[config.mk]
export PLATFORM = sky130hd
export DESIGN_NAME = kiss_urgent_stop_frame_detector
export DESIGN_NICKNAME = d
export VERILOG_FILES = /design/src/hdl/kusfd_pkg.sv /design/src/hdl/kusfd_fifo.sv /design/src/hdl/kusfd_front.sv /design/src/hdl/kusfd_back.sv /design/src/hdl/kiss_urgent_stop_frame_detector.sv
export VERILOG_INCLUDE_DIRS = /design/src /design/src/hdl
export SDC_FILE = /design/constraint.sdc
export NUM_CORES = 1
export LEC_CHECK = 0
export ABC_AREA = 1
export BUFFER_PORTS_ARGS = -buffer_cell sky130_fd_sc_hd__buf_4
export CORE_AREA = 4 4 129 131
export DETAILED_ROUTE_END_ITERATION = 16
export DIE_AREA = 0 0 133 135
export PLACE_DENSITY_LB_ADDON = 0.15
export SLEW_MARGIN = 15
export SYNTH_ARGS = -nofsm -noshare
export SYNTH_HDL_FRONTEND = slang
export SYNTH_SLANG_ARGS = --single-unit
[constraint.sdc]
create_clock -name clk_i -period 3.4 [get_ports clk_i]
set_input_delay 0.68 -clock clk_i [delete_from_list [all_inputs] [get_ports clk_i]]
set_output_delay 0.68 -clock clk_i [all_outputs]
set_load 0.005 [all_outputs]
[src/hdl/kiss_urgent_stop_frame_detector_macros.svh]
// Assertion helpers used by the checker module kusfd_back.
// Both expect clk_i and rst_ni in the scope where they are used.
`ifndef KISS_URGENT_STOP_FRAME_DETECTOR_MACROS_SVH
`define KISS_URGENT_STOP_FRAME_DETECTOR_MACROS_SVH

// Check at every rising edge outside reset.
`define KUSFD_ASSERT(label, prop, msg) \
  label: assert property (@(posedge clk_i) disable iff (!rst_ni) prop) \
    else $error(msg);

// Check at every rising edge, reset included.
`define KUSFD_ASSERT_ALWAYS(label, prop, msg) \
  label: assert property (@(posedge clk_i) prop) \
    else $error(msg);

`endif

[src/hdl/kusfd_pkg.sv]
`default_nettype none

package kusfd_pkg;

  // KISS framing bytes
  localparam logic [7:0] FRAME_END = 8'hC0;
  localparam logic [7:0] FRAME_ESC = 8'hDB;
  localparam logic [7:0] TRANS_END = 8'hDC;
  localparam logic [7:0] TRANS_ESC = 8'hDD;

  // Header: command, four vendor bytes, version, message type
  localparam int HEADER_LEN = 7;

  // Default geometry of the frame
  localparam int PAYLOAD_LEN_DEF = 22;
  localparam int FLAG_OFFSET_DEF = 8;

  // Depth of the queues between the stages
  localparam int QUEUE_DEPTH = 2;

  // Register reset values
  localparam logic [31:0] VENDOR_TAG_RST       = 32'h4B56_3450;
  localparam logic [7:0]  HARDWARE_COMMAND_RST = 8'h06;
  localparam logic [7:0]  PROTOCOL_VERSION_RST = 8'h01;
  localparam logic [7:0]  MESSAGE_TYPE_RST     = 8'h0D;
  localparam logic [15:0] STOP_FLAG_MASK_RST   = 16'h0002;

  localparam int CFG_IDX_W  = 3;
  localparam int CFG_DATA_W = 32;

  typedef enum logic [CFG_IDX_W-1:0] {
    REG_VENDOR_TAG       = 3'd0,
    REG_HARDWARE_COMMAND = 3'd1,
    REG_PROTOCOL_VERSION = 3'd2,
    REG_MESSAGE_TYPE     = 3'd3,
    REG_STOP_FLAG_MASK   = 3'd4
  } cfg_idx_e;

  typedef struct packed {
    logic [31:0] vendor_tag;
    logic [7:0]  hardware_command;
    logic [7:0]  protocol_version;
    logic [7:0]  message_type;
    logic [15:0] stop_flag_mask;
  } cfg_t;

  // Request from the de-framer to the frame checker
  typedef enum logic [1:0] {
    OP_NONE = 2'd0,
    OP_OPEN = 2'd1,
    OP_DATA = 2'd2,
    OP_BAD  = 2'd3
  } ev_op_e;

  typedef struct packed {
    ev_op_e     op;
    logic [7:0] data;
    logic       last;
  } ev_t;

  // Expected header byte at a decoded position below HEADER_LEN
  function automatic logic [7:0] hdr_byte(cfg_t cfg, logic [2:0] pos);
    logic [7:0] b;
    case (pos)
      3'd0:    b = cfg.hardware_command;
      3'd1:    b = cfg.vendor_tag[31:24];
      3'd2:    b = cfg.vendor_tag[23:16];
      3'd3:    b = cfg.vendor_tag[15:8];
      3'd4:    b = cfg.vendor_tag[7:0];
      3'd5:    b = cfg.protocol_version;
      default: b = cfg.message_type;
    endcase
    return b;
  endfunction

endpackage

`default_nettype wire

[src/hdl/kusfd_fifo.sv]
`default_nettype none

module kusfd_fifo
  import kusfd_pkg::*;
#(
  parameter int WIDTH = 1,
  parameter int DEPTH = QUEUE_DEPTH
) (
  input  wire logic             clk_i,
  input  wire logic             rst_ni,
  input  wire logic             push_i,
  input  wire logic [WIDTH-1:0] data_i,
  output logic                  full_o,
  input  wire logic             pop_i,
  output logic      [WIDTH-1:0] data_o,
  output logic                  empty_o
);

  localparam int PtrW = (DEPTH > 1) ? $clog2(DEPTH) : 1;
  localparam int LvlW = $clog2(DEPTH + 1);

  logic [WIDTH-1:0] mem_q [DEPTH];
  logic [PtrW-1:0]  wr_ptr_q, wr_ptr_d;
  logic [PtrW-1:0]  rd_ptr_q, rd_ptr_d;
  logic [LvlW-1:0]  level_q, level_d;
  logic             do_push, do_pop;

  assign full_o  = (level_q == LvlW'(DEPTH));
  assign empty_o = (level_q == '0);
  assign do_push = push_i && !full_o;
  assign do_pop  = pop_i && !empty_o;
  assign data_o  = mem_q[rd_ptr_q];

  // Advance pointers and level
  always_comb begin
    wr_ptr_d = wr_ptr_q;
    rd_ptr_d = rd_ptr_q;
    level_d  = level_q;
    if (do_push) begin
      wr_ptr_d = (wr_ptr_q == PtrW'(DEPTH - 1)) ? '0 : wr_ptr_q + 1'b1;
    end
    if (do_pop) begin
      rd_ptr_d = (rd_ptr_q == PtrW'(DEPTH - 1)) ? '0 : rd_ptr_q + 1'b1;
    end
    if (do_push && !do_pop) begin
      level_d = level_q + 1'b1;
    end else if (!do_push && do_pop) begin
      level_d = level_q - 1'b1;
    end
  end

  always_ff @(posedge clk_i or negedge rst_ni) begin
    if (!rst_ni) begin
      wr_ptr_q <= '0;
      rd_ptr_q <= '0;
      level_q  <= '0;
    end else begin
      wr_ptr_q <= wr_ptr_d;
      rd_ptr_q <= rd_ptr_d;
      level_q  <= level_d;
    end
  end

  // Store the pushed entry
  always_ff @(posedge clk_i) begin
    if (do_push) begin
      mem_q[wr_ptr_q] <= data_i;
    end
  end

endmodule

`default_nettype wire

[src/hdl/kusfd_front.sv]
`default_nettype none

module kusfd_front
  import kusfd_pkg::*;
(
  input  wire logic       clk_i,
  input  wire logic       rst_ni,
  input  wire logic       push_i,
  input  wire logic       full_i,
  input  wire logic [7:0] data_byte_i,
  input  wire logic       last_byte_i,
  output logic            ev_push_o,
  output ev_t             ev_o
);

  logic in_frame_q, in_frame_d;
  logic esc_q, esc_d;
  logic has_data_q, has_data_d;
  logic settled_q, settled_d;
  logic accept;
  ev_op_e op;
  logic [7:0] dec_byte;

  assign accept = push_i && !full_i;

  // Strip framing and escapes, classify the byte
  always_comb begin
    in_frame_d = in_frame_q;
    esc_d      = esc_q;
    has_data_d = has_data_q;
    settled_d  = settled_q;
    op         = OP_NONE;
    dec_byte   = data_byte_i;
    if (!settled_q) begin
      if (data_byte_i == FRAME_END) begin
        if (in_frame_q && has_data_q) begin
          settled_d = 1'b1;
        end else begin
          in_frame_d = 1'b1;
          esc_d      = 1'b0;
          has_data_d = 1'b0;
          op         = OP_OPEN;
        end
      end else if (!in_frame_q) begin
        op = OP_NONE;
      end else if (esc_q) begin
        esc_d = 1'b0;
        if (data_byte_i == TRANS_END) begin
          dec_byte   = FRAME_END;
          op         = OP_DATA;
          has_data_d = 1'b1;
        end else if (data_byte_i == TRANS_ESC) begin
          dec_byte   = FRAME_ESC;
          op         = OP_DATA;
          has_data_d = 1'b1;
        end else begin
          settled_d = 1'b1;
          op        = OP_BAD;
        end
      end else if (data_byte_i == FRAME_ESC) begin
        esc_d = 1'b1;
      end else begin
        op         = OP_DATA;
        has_data_d = 1'b1;
      end
    end
    // Drop all framing state at the end of the buffer
    if (last_byte_i) begin
      in_frame_d = 1'b0;
      esc_d      = 1'b0;
      has_data_d = 1'b0;
      settled_d  = 1'b0;
    end
  end

  assign ev_push_o = accept && ((op != OP_NONE) || last_byte_i);
  assign ev_o      = '{op: op, data: dec_byte, last: last_byte_i};

  always_ff @(posedge clk_i or negedge rst_ni) begin
    if (!rst_ni) begin
      in_frame_q <= 1'b0;
      esc_q      <= 1'b0;
      has_data_q <= 1'b0;
      settled_q  <= 1'b0;
    end else if (accept) begin
      in_frame_q <= in_frame_d;
      esc_q      <= esc_d;
      has_data_q <= has_data_d;
      settled_q  <= settled_d;
    end
  end

endmodule

`default_nettype wire

[src/hdl/kusfd_back.sv]
`default_nettype none

module kusfd_back
  import kusfd_pkg::*;
#(
  parameter int PAYLOAD_LEN = PAYLOAD_LEN_DEF,
  parameter int FLAG_OFFSET = FLAG_OFFSET_DEF
) (
  input  wire logic clk_i,
  input  wire logic rst_ni,
  input  wire cfg_t cfg_i,
  input  wire logic ev_empty_i,
  input  wire ev_t  ev_i,
  output logic      ev_pop_o,
  input  wire logic res_full_i,
  output logic      res_push_o,
  output logic      res_o
);

  `include "kiss_urgent_stop_frame_detector_macros.svh"

  localparam int TotalLen = HEADER_LEN + PAYLOAD_LEN;
  localparam int FlagPos  = HEADER_LEN + FLAG_OFFSET;
  localparam int CntW     = $clog2(TotalLen + 1);

  logic [CntW-1:0] cnt_q, cnt_d;
  logic            hdr_ok_q, hdr_ok_d;
  logic [15:0]     flag_q, flag_d;
  logic            false_q, false_d;
  logic            verdict;

  // Take a request unless its verdict cannot be queued
  assign ev_pop_o   = !ev_empty_i && (!ev_i.last || !res_full_i);
  assign res_push_o = ev_pop_o && ev_i.last;

  // Apply the request, then judge and clear at the end of the buffer
  always_comb begin
    cnt_d    = cnt_q;
    hdr_ok_d = hdr_ok_q;
    flag_d   = flag_q;
    false_d  = false_q;
    case (ev_i.op)
      OP_OPEN: begin
        cnt_d    = '0;
        hdr_ok_d = 1'b1;
        flag_d   = '0;
      end
      OP_DATA: begin
        if (cnt_q == CntW'(TotalLen)) begin
          false_d = 1'b1;
        end else begin
          if ((int'(cnt_q) < HEADER_LEN) &&
              (ev_i.data != hdr_byte(cfg_i, cnt_q[2:0]))) begin
            hdr_ok_d = 1'b0;
          end
          if (int'(cnt_q) == FlagPos) begin
            flag_d[7:0] = ev_i.data;
          end
          if (int'(cnt_q) == FlagPos + 1) begin
            flag_d[15:8] = ev_i.data;
          end
          cnt_d = cnt_q + 1'b1;
        end
      end
      OP_BAD: begin
        false_d = 1'b1;
      end
      default: begin
        false_d = false_q;
      end
    endcase
    verdict = !false_d && (cnt_d == CntW'(TotalLen)) && hdr_ok_d &&
              ((flag_d & cfg_i.stop_flag_mask) == '0);
    if (ev_i.last) begin
      cnt_d    = '0;
      hdr_ok_d = 1'b1;
      flag_d   = '0;
      false_d  = 1'b0;
    end
  end

  assign res_o = verdict;

  always_ff @(posedge clk_i or negedge rst_ni) begin
    if (!rst_ni) begin
      cnt_q    <= '0;
      hdr_ok_q <= 1'b1;
      flag_q   <= '0;
      false_q  <= 1'b0;
    end else if (ev_pop_o) begin
      cnt_q    <= cnt_d;
      hdr_ok_q <= hdr_ok_d;
      flag_q   <= flag_d;
      false_q  <= false_d;
    end
  end

  `KUSFD_ASSERT(a_res_only_on_last, res_push_o |-> ev_i.last, "verdict without last byte")
  `KUSFD_ASSERT(a_cnt_bounded, cnt_q <= CntW'(TotalLen), "decoded count past frame length")
  `KUSFD_ASSERT(a_clear, res_push_o |=> (cnt_q == '0) && hdr_ok_q && !false_q, "state kept")
  `KUSFD_ASSERT_ALWAYS(a_reset_state, !rst_ni |-> (cnt_q == '0) && !false_q, "reset state lost")

endmodule

`default_nettype wire

[src/hdl/kiss_urgent_stop_frame_detector.sv]
// Accepts one raw byte per cycle while the request queue is not full; the de-framer
// and checker never stall unless the result queue is full. The verdict of a buffer
// passes from the request queue through the checker into the result queue and onto
// the result ports for popping. Throughput is one byte per cycle unless stalled.
// Reset is asynchronous, active low; registers return to their defaults, both queues
// empty, and the block can accept bytes as soon as reset is released.
`default_nettype none

module kiss_urgent_stop_frame_detector
  import kusfd_pkg::*;
#(
  parameter int PAYLOAD_LEN = PAYLOAD_LEN_DEF,
  parameter int FLAG_OFFSET = FLAG_OFFSET_DEF
) (
  input  wire logic                  clk_i,
  input  wire logic                  rst_ni,
  input  wire logic                  cfg_we_i,
  input  wire logic [CFG_IDX_W-1:0]  cfg_idx_i,
  input  wire logic [CFG_DATA_W-1:0] cfg_wdata_i,
  input  wire logic                  push,
  output logic                       full,
  input  wire logic [7:0]            data_byte_i,
  input  wire logic                  last_byte_i,
  output logic                       empty,
  input  wire logic                  pop,
  output logic                       urgent_stop_o
);

  cfg_t cfg_q;
  logic ev_push, ev_empty, ev_pop;
  ev_t  ev_in, ev_out;
  logic res_full, res_push, res_bit;

  // Hold the configuration registers
  always_ff @(posedge clk_i or negedge rst_ni) begin
    if (!rst_ni) begin
      cfg_q.vendor_tag       <= VENDOR_TAG_RST;
      cfg_q.hardware_command <= HARDWARE_COMMAND_RST;
      cfg_q.protocol_version <= PROTOCOL_VERSION_RST;
      cfg_q.message_type     <= MESSAGE_TYPE_RST;
      cfg_q.stop_flag_mask   <= STOP_FLAG_MASK_RST;
    end else if (cfg_we_i) begin
      case (cfg_idx_i)
        REG_VENDOR_TAG:       cfg_q.vendor_tag       <= cfg_wdata_i;
        REG_HARDWARE_COMMAND: cfg_q.hardware_command <= cfg_wdata_i[7:0];
        REG_PROTOCOL_VERSION: cfg_q.protocol_version <= cfg_wdata_i[7:0];
        REG_MESSAGE_TYPE:     cfg_q.message_type     <= cfg_wdata_i[7:0];
        REG_STOP_FLAG_MASK:   cfg_q.stop_flag_mask   <= cfg_wdata_i[15:0];
        default: begin
        end
      endcase
    end
  end

  kusfd_front u_front (
    .clk_i      (clk_i),
    .rst_ni     (rst_ni),
    .push_i     (push),
    .full_i     (full),
    .data_byte_i(data_byte_i),
    .last_byte_i(last_byte_i),
    .ev_push_o  (ev_push),
    .ev_o       (ev_in)
  );

  kusfd_fifo #(
    .WIDTH($bits(ev_t)),
    .DEPTH(QUEUE_DEPTH)
  ) u_ev_fifo (
    .clk_i  (clk_i),
    .rst_ni (rst_ni),
    .push_i (ev_push),
    .data_i (ev_in),
    .full_o (full),
    .pop_i  (ev_pop),
    .data_o (ev_out),
    .empty_o(ev_empty)
  );

  kusfd_back #(
    .PAYLOAD_LEN(PAYLOAD_LEN),
    .FLAG_OFFSET(FLAG_OFFSET)
  ) u_back (
    .clk_i     (clk_i),
    .rst_ni    (rst_ni),
    .cfg_i     (cfg_q),
    .ev_empty_i(ev_empty),
    .ev_i      (ev_out),
    .ev_pop_o  (ev_pop),
    .res_full_i(res_full),
    .res_push_o(res_push),
    .res_o     (res_bit)
  );

  kusfd_fifo #(
    .WIDTH(1),
    .DEPTH(QUEUE_DEPTH)
  ) u_res_fifo (
    .clk_i  (clk_i),
    .rst_ni (rst_ni),
    .push_i (res_push),
    .data_i (res_bit),
    .full_o (res_full),
    .pop_i  (pop),
    .data_o (urgent_stop_o),
    .empty_o(empty)
  );

endmodule

`default_nettype wire

# After elaboration in Yosys (flattened, before gate mapping)
# Memory sizes are Yosys's and may differ from the RTL's.
# Cells that the tools add are included.
# W data, S select, Z words.
# word_totals
ff_bits	107
ram_bits	24
out_inout_bits	3
word_cells	178
mem_count	2
# classes
n_addsub	9
n_lt_le_gt_ge	1
eq_ne	28
n_mux	71
bitwise	1
n_reduce_logical	47
# mem_list
memory	words	width	rd	rd_clocked_by_memory_dff	wr	line	text
u_ev_fifo.mem_q	2	11	1	0	1	kusfd_fifo.sv:22	logic [WIDTH-1:0] mem_q [DEPTH];
u_res_fifo.mem_q	2	1	1	0	1	kusfd_fifo.sv:22	
# op_table
operator	count
$mux W8	10
$pmux W8 S6	1
$mux W1	42
$eq A8 B8 Y1 const B	4
$mux W16	2
$pmux W16 S2	1
$eq A5 B5 Y1 const B	4
$mux W2	10
$logic_and A1 B1 Y1	17
$and A16 B16 Y16	1
$logic_not A16 Y1	1
$eq A3 B2 Y1 const B	4
$logic_not A1 Y1	10
$mux W5	2
$pmux W5 S2	1
$reduce_and A2 Y1	5
$eq A3 B3 Y1 const B	3
$eq A2 B2 Y1 const B	4
$ne A8 B8 Y1	1
$reduce_and A4 Y1	2
$reduce_bool A2 Y1	4
$eq A3 B1 Y1 const B	2
$logic_not A3 Y1	2
$reduce_and A6 Y1	1
other kinds (14)	23

# Depth between registers and ports, before layout
# Gate-level depths: netlist of run 1.
# logic_depth
ltp_word	15
ltp_mapped	20
depth_no_buf	19

# By module
# From an unflattened synthesis of run 1, not the netlist that was laid out.
# unflattened
hier_cells	904
area_unflattened_um2	7056.8
# modules_own_cells
mod	n_inst	cells_each	area_per_inst_um2
kiss_urgent_stop_frame_detector	1	322	2909.0
kusfd_back	1	373	2290.9
kusfd_fifo at u_ev_fifo	1	89	1028.5
kusfd_front	1	83	523.0
kusfd_fifo at u_res_fifo	1	37	305.3

# Least setup slack after synthesis of run 1
# Ideal clock, no wire load.
# synth_timing
path_type	register -> register
startpoint	register u_ev_fifo.rd_ptr_q
endpoint	memory u_res_fifo.mem_q[0] (data pin)
arrival_time_ns	2.289
slack_ns	0.851
path_stages_with_launch	16
synth_period_minus_slack_ns	2.549
path_cell_list	dfrtp_1 buf_2 inv_1 or2_2 o21ai_0 inv_1 ha_1 inv_1 nand4_1 buf_4 a21oi_1 o21ai_1 o22ai_1 nor2_1 nand3_1 a21oi_1
# synth_between
elab_chain_len	8
elab_cells_between_ends	22
classes_between	5 x eq/ne; 9 x mux; 1 x bitwise; 6 x reduce/logical; 1 x memory
# synth_lines
element	line	text
start, declared	kusfd_fifo.sv:24	logic [PtrW-1:0] rd_ptr_q, rd_ptr_d;
start signal, assigned	kusfd_fifo.sv:59	rd_ptr_q <= rd_ptr_d;
$mem_v2 Z2 W11 *	--	
$ne A8 B8 Y1	kusfd_back.sv:53	(ev_i.data != hdr_byte(cfg_i, cnt_q[2:0]))) begin
$logic_and A1 B1 Y1	kusfd_back.sv:52	if ((int'(cnt_q) < HEADER_LEN) &&
$mux W1	kusfd_back.sv:52	
$mux W1	kusfd_back.sv:49	if (cnt_q == CntW'(TotalLen)) begin
$pmux W1 S2	kusfd_back.sv:42	case (ev_i.op)
$logic_and A1 B1 Y1	kusfd_back.sv:72	verdict = !false_d && (cnt_d == CntW'(TotalLen)) && hdr_ok_d &&
$logic_and A1 B1 Y1 *	kusfd_back.sv:72	
net res_bit	kiss_urgent_stop_frame_detector.sv:32	logic res_full, res_push, res_bit;
end, declared	kusfd_fifo.sv:22	
# The timed path passes the listed nets; every way through them passes the cells marked *.

# Worst setup path after layout of run 1
# layout_timing
startpoint	register u_ev_fifo.rd_ptr_q
endpoint	memory u_res_fifo.mem_q[1] (data pin)
# The elaborated chain is that of the path after synthesis.

==> reports/qor.txt, run 1 <==
post-synth top area share: 32.6%
Worst Clk Skew: 0.00914 ns
CP cell instances: inv_1 > or2_2 > o21ai_0 > inv_1 > ha_1 > nor2_2 > inv_1 > o21ai_0 > a21oi_2 > nand2_1 > clkinv_1 > nand4_1 > nor2_1 > nand3_1 > a21oi_1
Die X: 133 um
Rows: 46
layout cells sized above 1: 18.7%
cell area after layout: 7800 sq um
Post-synth EDFFs: 24
number of synthesized register bits: 131
max incr delay on CP: 0.53 ns
asr flop ratio synth: 81.7%
Max-cap violations: 0
IO Port Bufs: 51
Critical Path AT: 3.34 ns
area of the die: 18,000 sq um
Tot GR Track Use: 19.1%
worst endpoint required time: 3.63 ns
Syn Nets: 835
YS warnings: 0
Lkg Pwr: 3.79 nW
relative slew slack: 52.4%
Post-CTS Hold Buffers: 0
gp weighted congestion: 0.931
global route overflow: 0
Hold Path Class: in2async
CP Max Fanout: 25
Post-DRT Antenna Nets: 0
ys flop type: dfrtp_1
cell area after synthesis: 6600 sq um
H-tree depth: 4
top cell type by total area after synthesis: dfrtp_1
Worst-Margin Slew: 0.707 ns
commonest cells after routing, fill and taps aside: nand2_1 (198), inv_1 (96), o21ai_0 (86), dfrtp_1 (86), buf_4 (61)
Max Root-Sink Buffers: 2
Setup Buffers After CTS: 0
Skew-Pair Late Insertion Delay: 0.42 ns
unrepaired setup endpoints after global routing: false
number of global-route vias before repair: 5,276
top cells by area, synth: dfrtp_1 (33%), nand2_1 (11%), edfxtp_1 (11%)
Via density: 4.96
Mapped Cells: 775
synthesized area per cell: 8.51 sq um
I/O pin cnt: 52
FF-to-FF setup slack: 0.29 ns
Ant. Diodes: 0
total CTS buffers: 17
Startpoint Class: register
initial antenna violation count: 0
CP Class: reg2reg
Final setup viols: 0
sequential fraction of the synthesis area: 51.9%
dpl cell area: 7190 sq um
drt first-iter violations: 328
post-CTS sizing: 0
slowest CP cell: inv_1
DRC: 0
Hold Fails Final Rpt: 0
fin nets: 886
clock sinks: 131
final wirelength: 16,200 um
Clock transition at path regs: 0.06 ns
DR WL/cell: 15.3 um
P per Cell Area: 791 nW/um^2
worst reg2reg path endpoint: u_res_fifo.mem_q[1]
post-synthesis cell type count: 44
vias after detailed routing: 5,228
Root Buffer: clkbuf_16
Die Y: 135 um
setup TNS: 0 ns
first-pass iteration count of the detailed router: 5
f_max: 0.321 GHz
DP HPWL: 11,900 um
minimum clock period: 3.11 ns
Max Slew Vio Count: 0
area of the core: 15,600 sq um
worst vdd ir: 0.000432 V
starting density of the core: 42.3%
TritonCTS clock tree: yes
most used cell, CP: inv_1
global-route wire length before repair: 26,900 um
commonest non-fill, non-tap cell in the layout: nand2_1
Layout area overhead: 18.3%
worst r2r path cells: 15
largest net degree at the start of global routing: 56
crit share post-route: 91.5%
Worst setup EP type: register
outcome: finished clean
RR Startpoint: u_ev_fifo.rd_ptr_q
worst max-delay path by stage:
stage                       startpoint             endpoint  slack (ns)  depth (start not counted)
CTS                 u_ev_fifo.rd_ptr_q  u_res_fifo.mem_q[1]        0.33                         15
detailed placement  u_ev_fifo.rd_ptr_q  u_res_fifo.mem_q[1]        0.34                         15
floorplan           u_ev_fifo.rd_ptr_q  u_res_fifo.mem_q[0]        0.85                         15
global route        u_ev_fifo.rd_ptr_q  u_res_fifo.mem_q[1]       0.005                         15
finish              u_ev_fifo.rd_ptr_q  u_res_fifo.mem_q[1]        0.29                         15
global placement    u_ev_fifo.rd_ptr_q  u_res_fifo.mem_q[0]        0.49                         14
through the flow:
stage | worst slack, ns | hold WS, ns | instances | utilization (%) | power (mW)
finish | 0.288 | 0.318 | 1055 | 50.0 | 6.17
global route | 0.00467 | 0.363 | 1055 | 50.0 | 6.62
CTS | 0.334 | 0.334 | 1055 | 50.0 | 6.22
detailed placement | 0.341 | 0.473 | 1023 | 46.1 | 4.28
global placement | 0.487 | 0.466 | 1023 | 46.1 | 4.23
floorplan | 0.851 | 0.384 | 775 | - | 3.68
metal layers:
| metal | vias to the layer above | wire (um) | GRT usage (%) |
|---|---|---|---|
| li1 | 2630 | - | - |
| met1 | 2452 | 7620 | 27.1 |
| met2 | 128 | 7420 | 29.4 |
| met4 | 0 | 256 | 6.06 |
| met3 | 18 | 864 | 4.14 |
| met5 | - | 0 | 0 |
logic make-up (layout without fill, tap and decap cells):
family          after synthesis  after routing  synth area share [%]
simple gates                345            345                  23.5
xor+xnor                      9              9                  1.20
mux                          15             15                  2.54
flops                       131            131                  51.9
fa+ha+maj                    11             11                  2.09
buf+inv                     133            197                  8.23
compound gates              131            131                  10.5
power breakdown:
group,internal (mW),switching (mW)
Sequential,2.01,0.207
Combinational,0.683,1.36
Clock,1.23,0.683
Total,3.92,2.25
registers in the layout (all words and copies together), names as in the netlist:
name,count
u_front.has_data_q,1
u_res_fifo.rd_ptr_q,1
u_res_fifo.mem_q,2
u_front.esc_q,1
u_back.flag_q,16
u_front.in_frame_q,1
cfg_q,72
u_ev_fifo.rd_ptr_q,1
u_ev_fifo.wr_ptr_q,1
u_ev_fifo.level_q,2
u_back.hdr_ok_q,1
u_back.cnt_q,5
u_back.false_q,1
u_front.settled_q,1
u_res_fifo.level_q,2
u_res_fifo.wr_ptr_q,1
u_ev_fifo.mem_q,22
synthesized netlist by cell type (2+ instances only):
library cell  instances
ha_1                 11
nand4_1              31
xnor2_1               3
o21ai_1               3
mux2_2               14
xor2_1                6
dfrtp_1              86
buf_6                 4
edfxtp_1             24
nor2_2                4
nand2_4               2
nand3_1              36
nand2_1             198
a21oi_1              25
nor2_1               47
buf_2                 4
o21ai_0              86
or2_1                 5
nand3_2               4
clkbuf_1             19
nor3_1                4
dfstp_2              21
inv_1                96
o22ai_1               9
or2_2                 7
o21ai_2               3
inv_2                 5
buf_4                 2
layout make-up:
cell class | count | area [sq um]
Timing Repair Buffer | 62 | 478
Multi-Input combinational cell | 511 | 2630
Clock inverter | 13 | 183
Tap cell | 216 | 270
Clock buffer | 19 | 433
Inverter | 103 | 388
Sequential cell | 131 | 3420
Fill cell | 1498 | 7790
critical path: cells and delay by family, from the launching register on:
| kind | cells | cell delay [ns] |
|---|---|---|
| buffers and inverters | 4 | 0.76 |
| AND/OR/NAND/NOR | 6 | 0.72 |
| AO/OA/AOI/OAI | 4 | 0.72 |
| adder cells (fa/ha/maj) | 1 | 0.38 |
| flip-flops | 1 | 0.34 |
Power figures use the tool's default switching activity.
==> run 2: changes to the inputs <==
--- a/config.mk
+++ b/config.mk
@@ -7,10 +7,10 @@
 export NUM_CORES = 1
 export LEC_CHECK = 0
 export ABC_AREA = 1
-export BUFFER_PORTS_ARGS = -buffer_cell sky130_fd_sc_hd__buf_4
 export CORE_AREA = 4 4 129 131
 export DETAILED_ROUTE_END_ITERATION = 16
 export DIE_AREA = 0 0 133 135
+export DONT_BUFFER_PORTS = 1
 export PLACE_DENSITY_LB_ADDON = 0.15
 export SLEW_MARGIN = 15
 export SYNTH_ARGS = -nofsm -noshare
==> run 2 against run 1 <==
Worst setup slack worse by 0.0038 ns. Combinational power hardly changed. Power is 2.0% lower. Via count is 2.1% lower. Final cell count is 4.5% lower. Non-clock buffer count is 49 lower. Core utilization is 2.5 points lower. Flip-flop and latch count stayed put. Sequential share of layout area is 2.3 points higher. Register-to-register slack hardly changed. Clock power is 6% lower. Critical path type unchanged. Largest cell class unchanged. Highest routed layer unchanged.
==> reports/qor.txt, run 2 (synthesis results as in run 1) <==
sw frac: 38.2%
biggest regs: cfg_q: 72 flops, u_ev_fifo.mem_q: 22 flops, u_back.flag_q: 16 flops
Post-DRT Antenna Nets: 0
number of global-route vias before repair: 5,093
Min Hold Slack: 0.0919 ns
minimum clock period: 3.12 ns
setup TNS: 0 ns
Worst-Margin Slew: 0.690 ns
crit share post-route: 91.6%
Max Root-Sink Buffers: 2
Rows: 46
outcome: finished clean
Clock transition at path regs: 0.06 ns
initial antenna violation count: 0
H-tree depth: 4
GRT met3 Usage: 4.36%
worst vdd ir: 0.000490 V
unrepaired setup endpoints after global routing: false
slowest CP cell: nor2_2
CP Max Fanout: 13
clock sinks: 131
total CTS buffers: 17
grt met1 use: 26.5%
Die X: 133 um
fin nets: 838
area of the die: 18,000 sq um
Non-Filler Instances: 1,007
Startpoint Class: register
max incr delay on CP: 0.47 ns
DRC: 0
Die Y: 135 um
starting density of the core: 42.3%
kind of cell adding the most delay to the critical path: simple AND/OR/NAND/NOR gates
CP cell instances: inv_1 > or2_2 > o21ai_0 > inv_1 > ha_1 > nor2_2 > clkinvlp_4 > nand4_1 > nand4_1 > nor2_1 > nand3_1 > a21oi_1
top register by number of flip-flops: cfg_q
global-route wire length before repair: 26,800 um
RR Startpoint: u_ev_fifo.rd_ptr_q
CP Buf/Inv Count: 3
Cell Int Power: 3.74 mW
Net Sw Power: 2.31 mW
grt peak-use layer: met2
commonest cells after routing, fill and taps aside: nand2_1 (198), inv_1 (95), o21ai_0 (86), dfrtp_1 (86), nor2_1 (47)
drt first-iter violations: 256
first-pass iteration count of the detailed router: 5
Hold Path Class: in2async
Worst Clk Skew: 0.0130 ns
combinational power share: 33.5%
multi-input logic area: 2630 sq um
max reg flops: 72
clock share of power: 29.9%
TritonCTS clock tree: yes
Ant. Diodes: 0
I/O pin cnt: 52
Via density: 5.08
Sequential Power Share: 36.7%
DR WL/cell: 16.5 um
Final setup viols: 0
Critical Path Source: u_ev_fifo.rd_ptr_q
f_max: 0.321 GHz
Hold Fails Final Rpt: 0
final wirelength: 16,600 um
DP Cell Count: 973
Worst setup EP type: register
Sequential Area: 3420 sq um
DP HPWL: 12,000 um
IO Port Bufs: 0
Max Slew Vio Count: 0
Lkg Pwr: 3.54 nW
gp weighted congestion: 0.896
Critical Path AT: 3.35 ns
P per Cell Area: 815 nW/um^2
area of the core: 15,600 sq um
commonest non-fill, non-tap cell in the layout: nand2_1
worst endpoint required time: 3.63 ns
vias after detailed routing: 5,118
global route overflow: 0
Overall Power: 6.05 mW
Tot GR Track Use: 19.4%
Skew-Pair Late Insertion Delay: 0.43 ns
Layout area overhead: 12.5%
layout cells sized above 1: 14.2%
relative slew slack: 53.5%
met2 usage: 30.9%
CP Class: reg2reg
Root Buffer: clkbuf_16
Filler Cells Inserted: 1,500
largest net degree at the start of global routing: 87
Max-cap violations: 0
==> run 2: final timing paths <==
path	end	slack, ns	cells after the start
max	u_res_fifo.mem_q[1]	0.28	12
min	u_back.hdr_ok_q	0.09	0
max reg2reg	u_res_fifo.mem_q[1]	0.28	12
min reg2reg	cfg_q[57]	0.48	2
max in group asynchronous	u_back.flag_q[8]	2.86	1
min in group clk_i	u_front.settled_q	0.35	1
==> run 2: layer usage <==
metal / wire length (um) / vias to the layer above
li1: - / 2542
met3: 757 / 18
met5: 0 / -
met1: 7990 / 2441
met2: 7630 / 117
met4: 250 / 0
==> run 2: repair_timing <==
item | 4_1_cts | 5_1_grt
hold endpoints to repair | 86 | 0
setup buffers | 0 | 0
hold buffers | 1 | 0
endpoints found under the setup margin | 0 | 2
resized for setup | 0 | 1
==> run 2: metrics by stage <==
stage | utilization (%) | instance area [sq um] | setup slack [ns]
2_1_floorplan | - | 6600 | 0.851
5_1_grt | 47.6 | 7420 | 0.0456
3_3_place_gp | 43.6 | 6800 | 0.405
4_1_cts | 47.5 | 7410 | 0.245
6_report | 47.6 | 7420 | 0.285
3_5_place_dp | 43.6 | 6800 | 0.264
==> run 2: cell type report <==
type	count	area share, %
flip-flops and latches	131	46.2
multi-input cells	511	35.4
clock buffers	18	5.78
inverters	103	5.28
well taps	216	3.64
clock inverters	14	2.06
repair buffers	13	1.59
repair inverters	1	0.0675
==> run 2: worst register-to-register path: cells and delay by family, from the launching register on <==
| family | cells | cell delay, ns |
|---|---|---|
| AND/OR/NAND/NOR | 6 | 1.29 |
| buffers and inverters | 3 | 0.58 |
| flip-flops | 1 | 0.35 |
| adder cells (fa/ha/maj) | 1 | 0.35 |
| AO/OA/AOI/OAI | 2 | 0.33 |
==> run 2: power groups by stage <==
stage                     sequential (mW)  combinational [mW]  clock [mW]
final                                2.22                2.02        1.80
after global routing                 2.26                2.30        1.91
after CTS                            2.22                2.00        1.85
after detailed placement             2.24                1.97           0
after global placement               2.23                1.94           0
after floorplan                      2.17                1.51           0
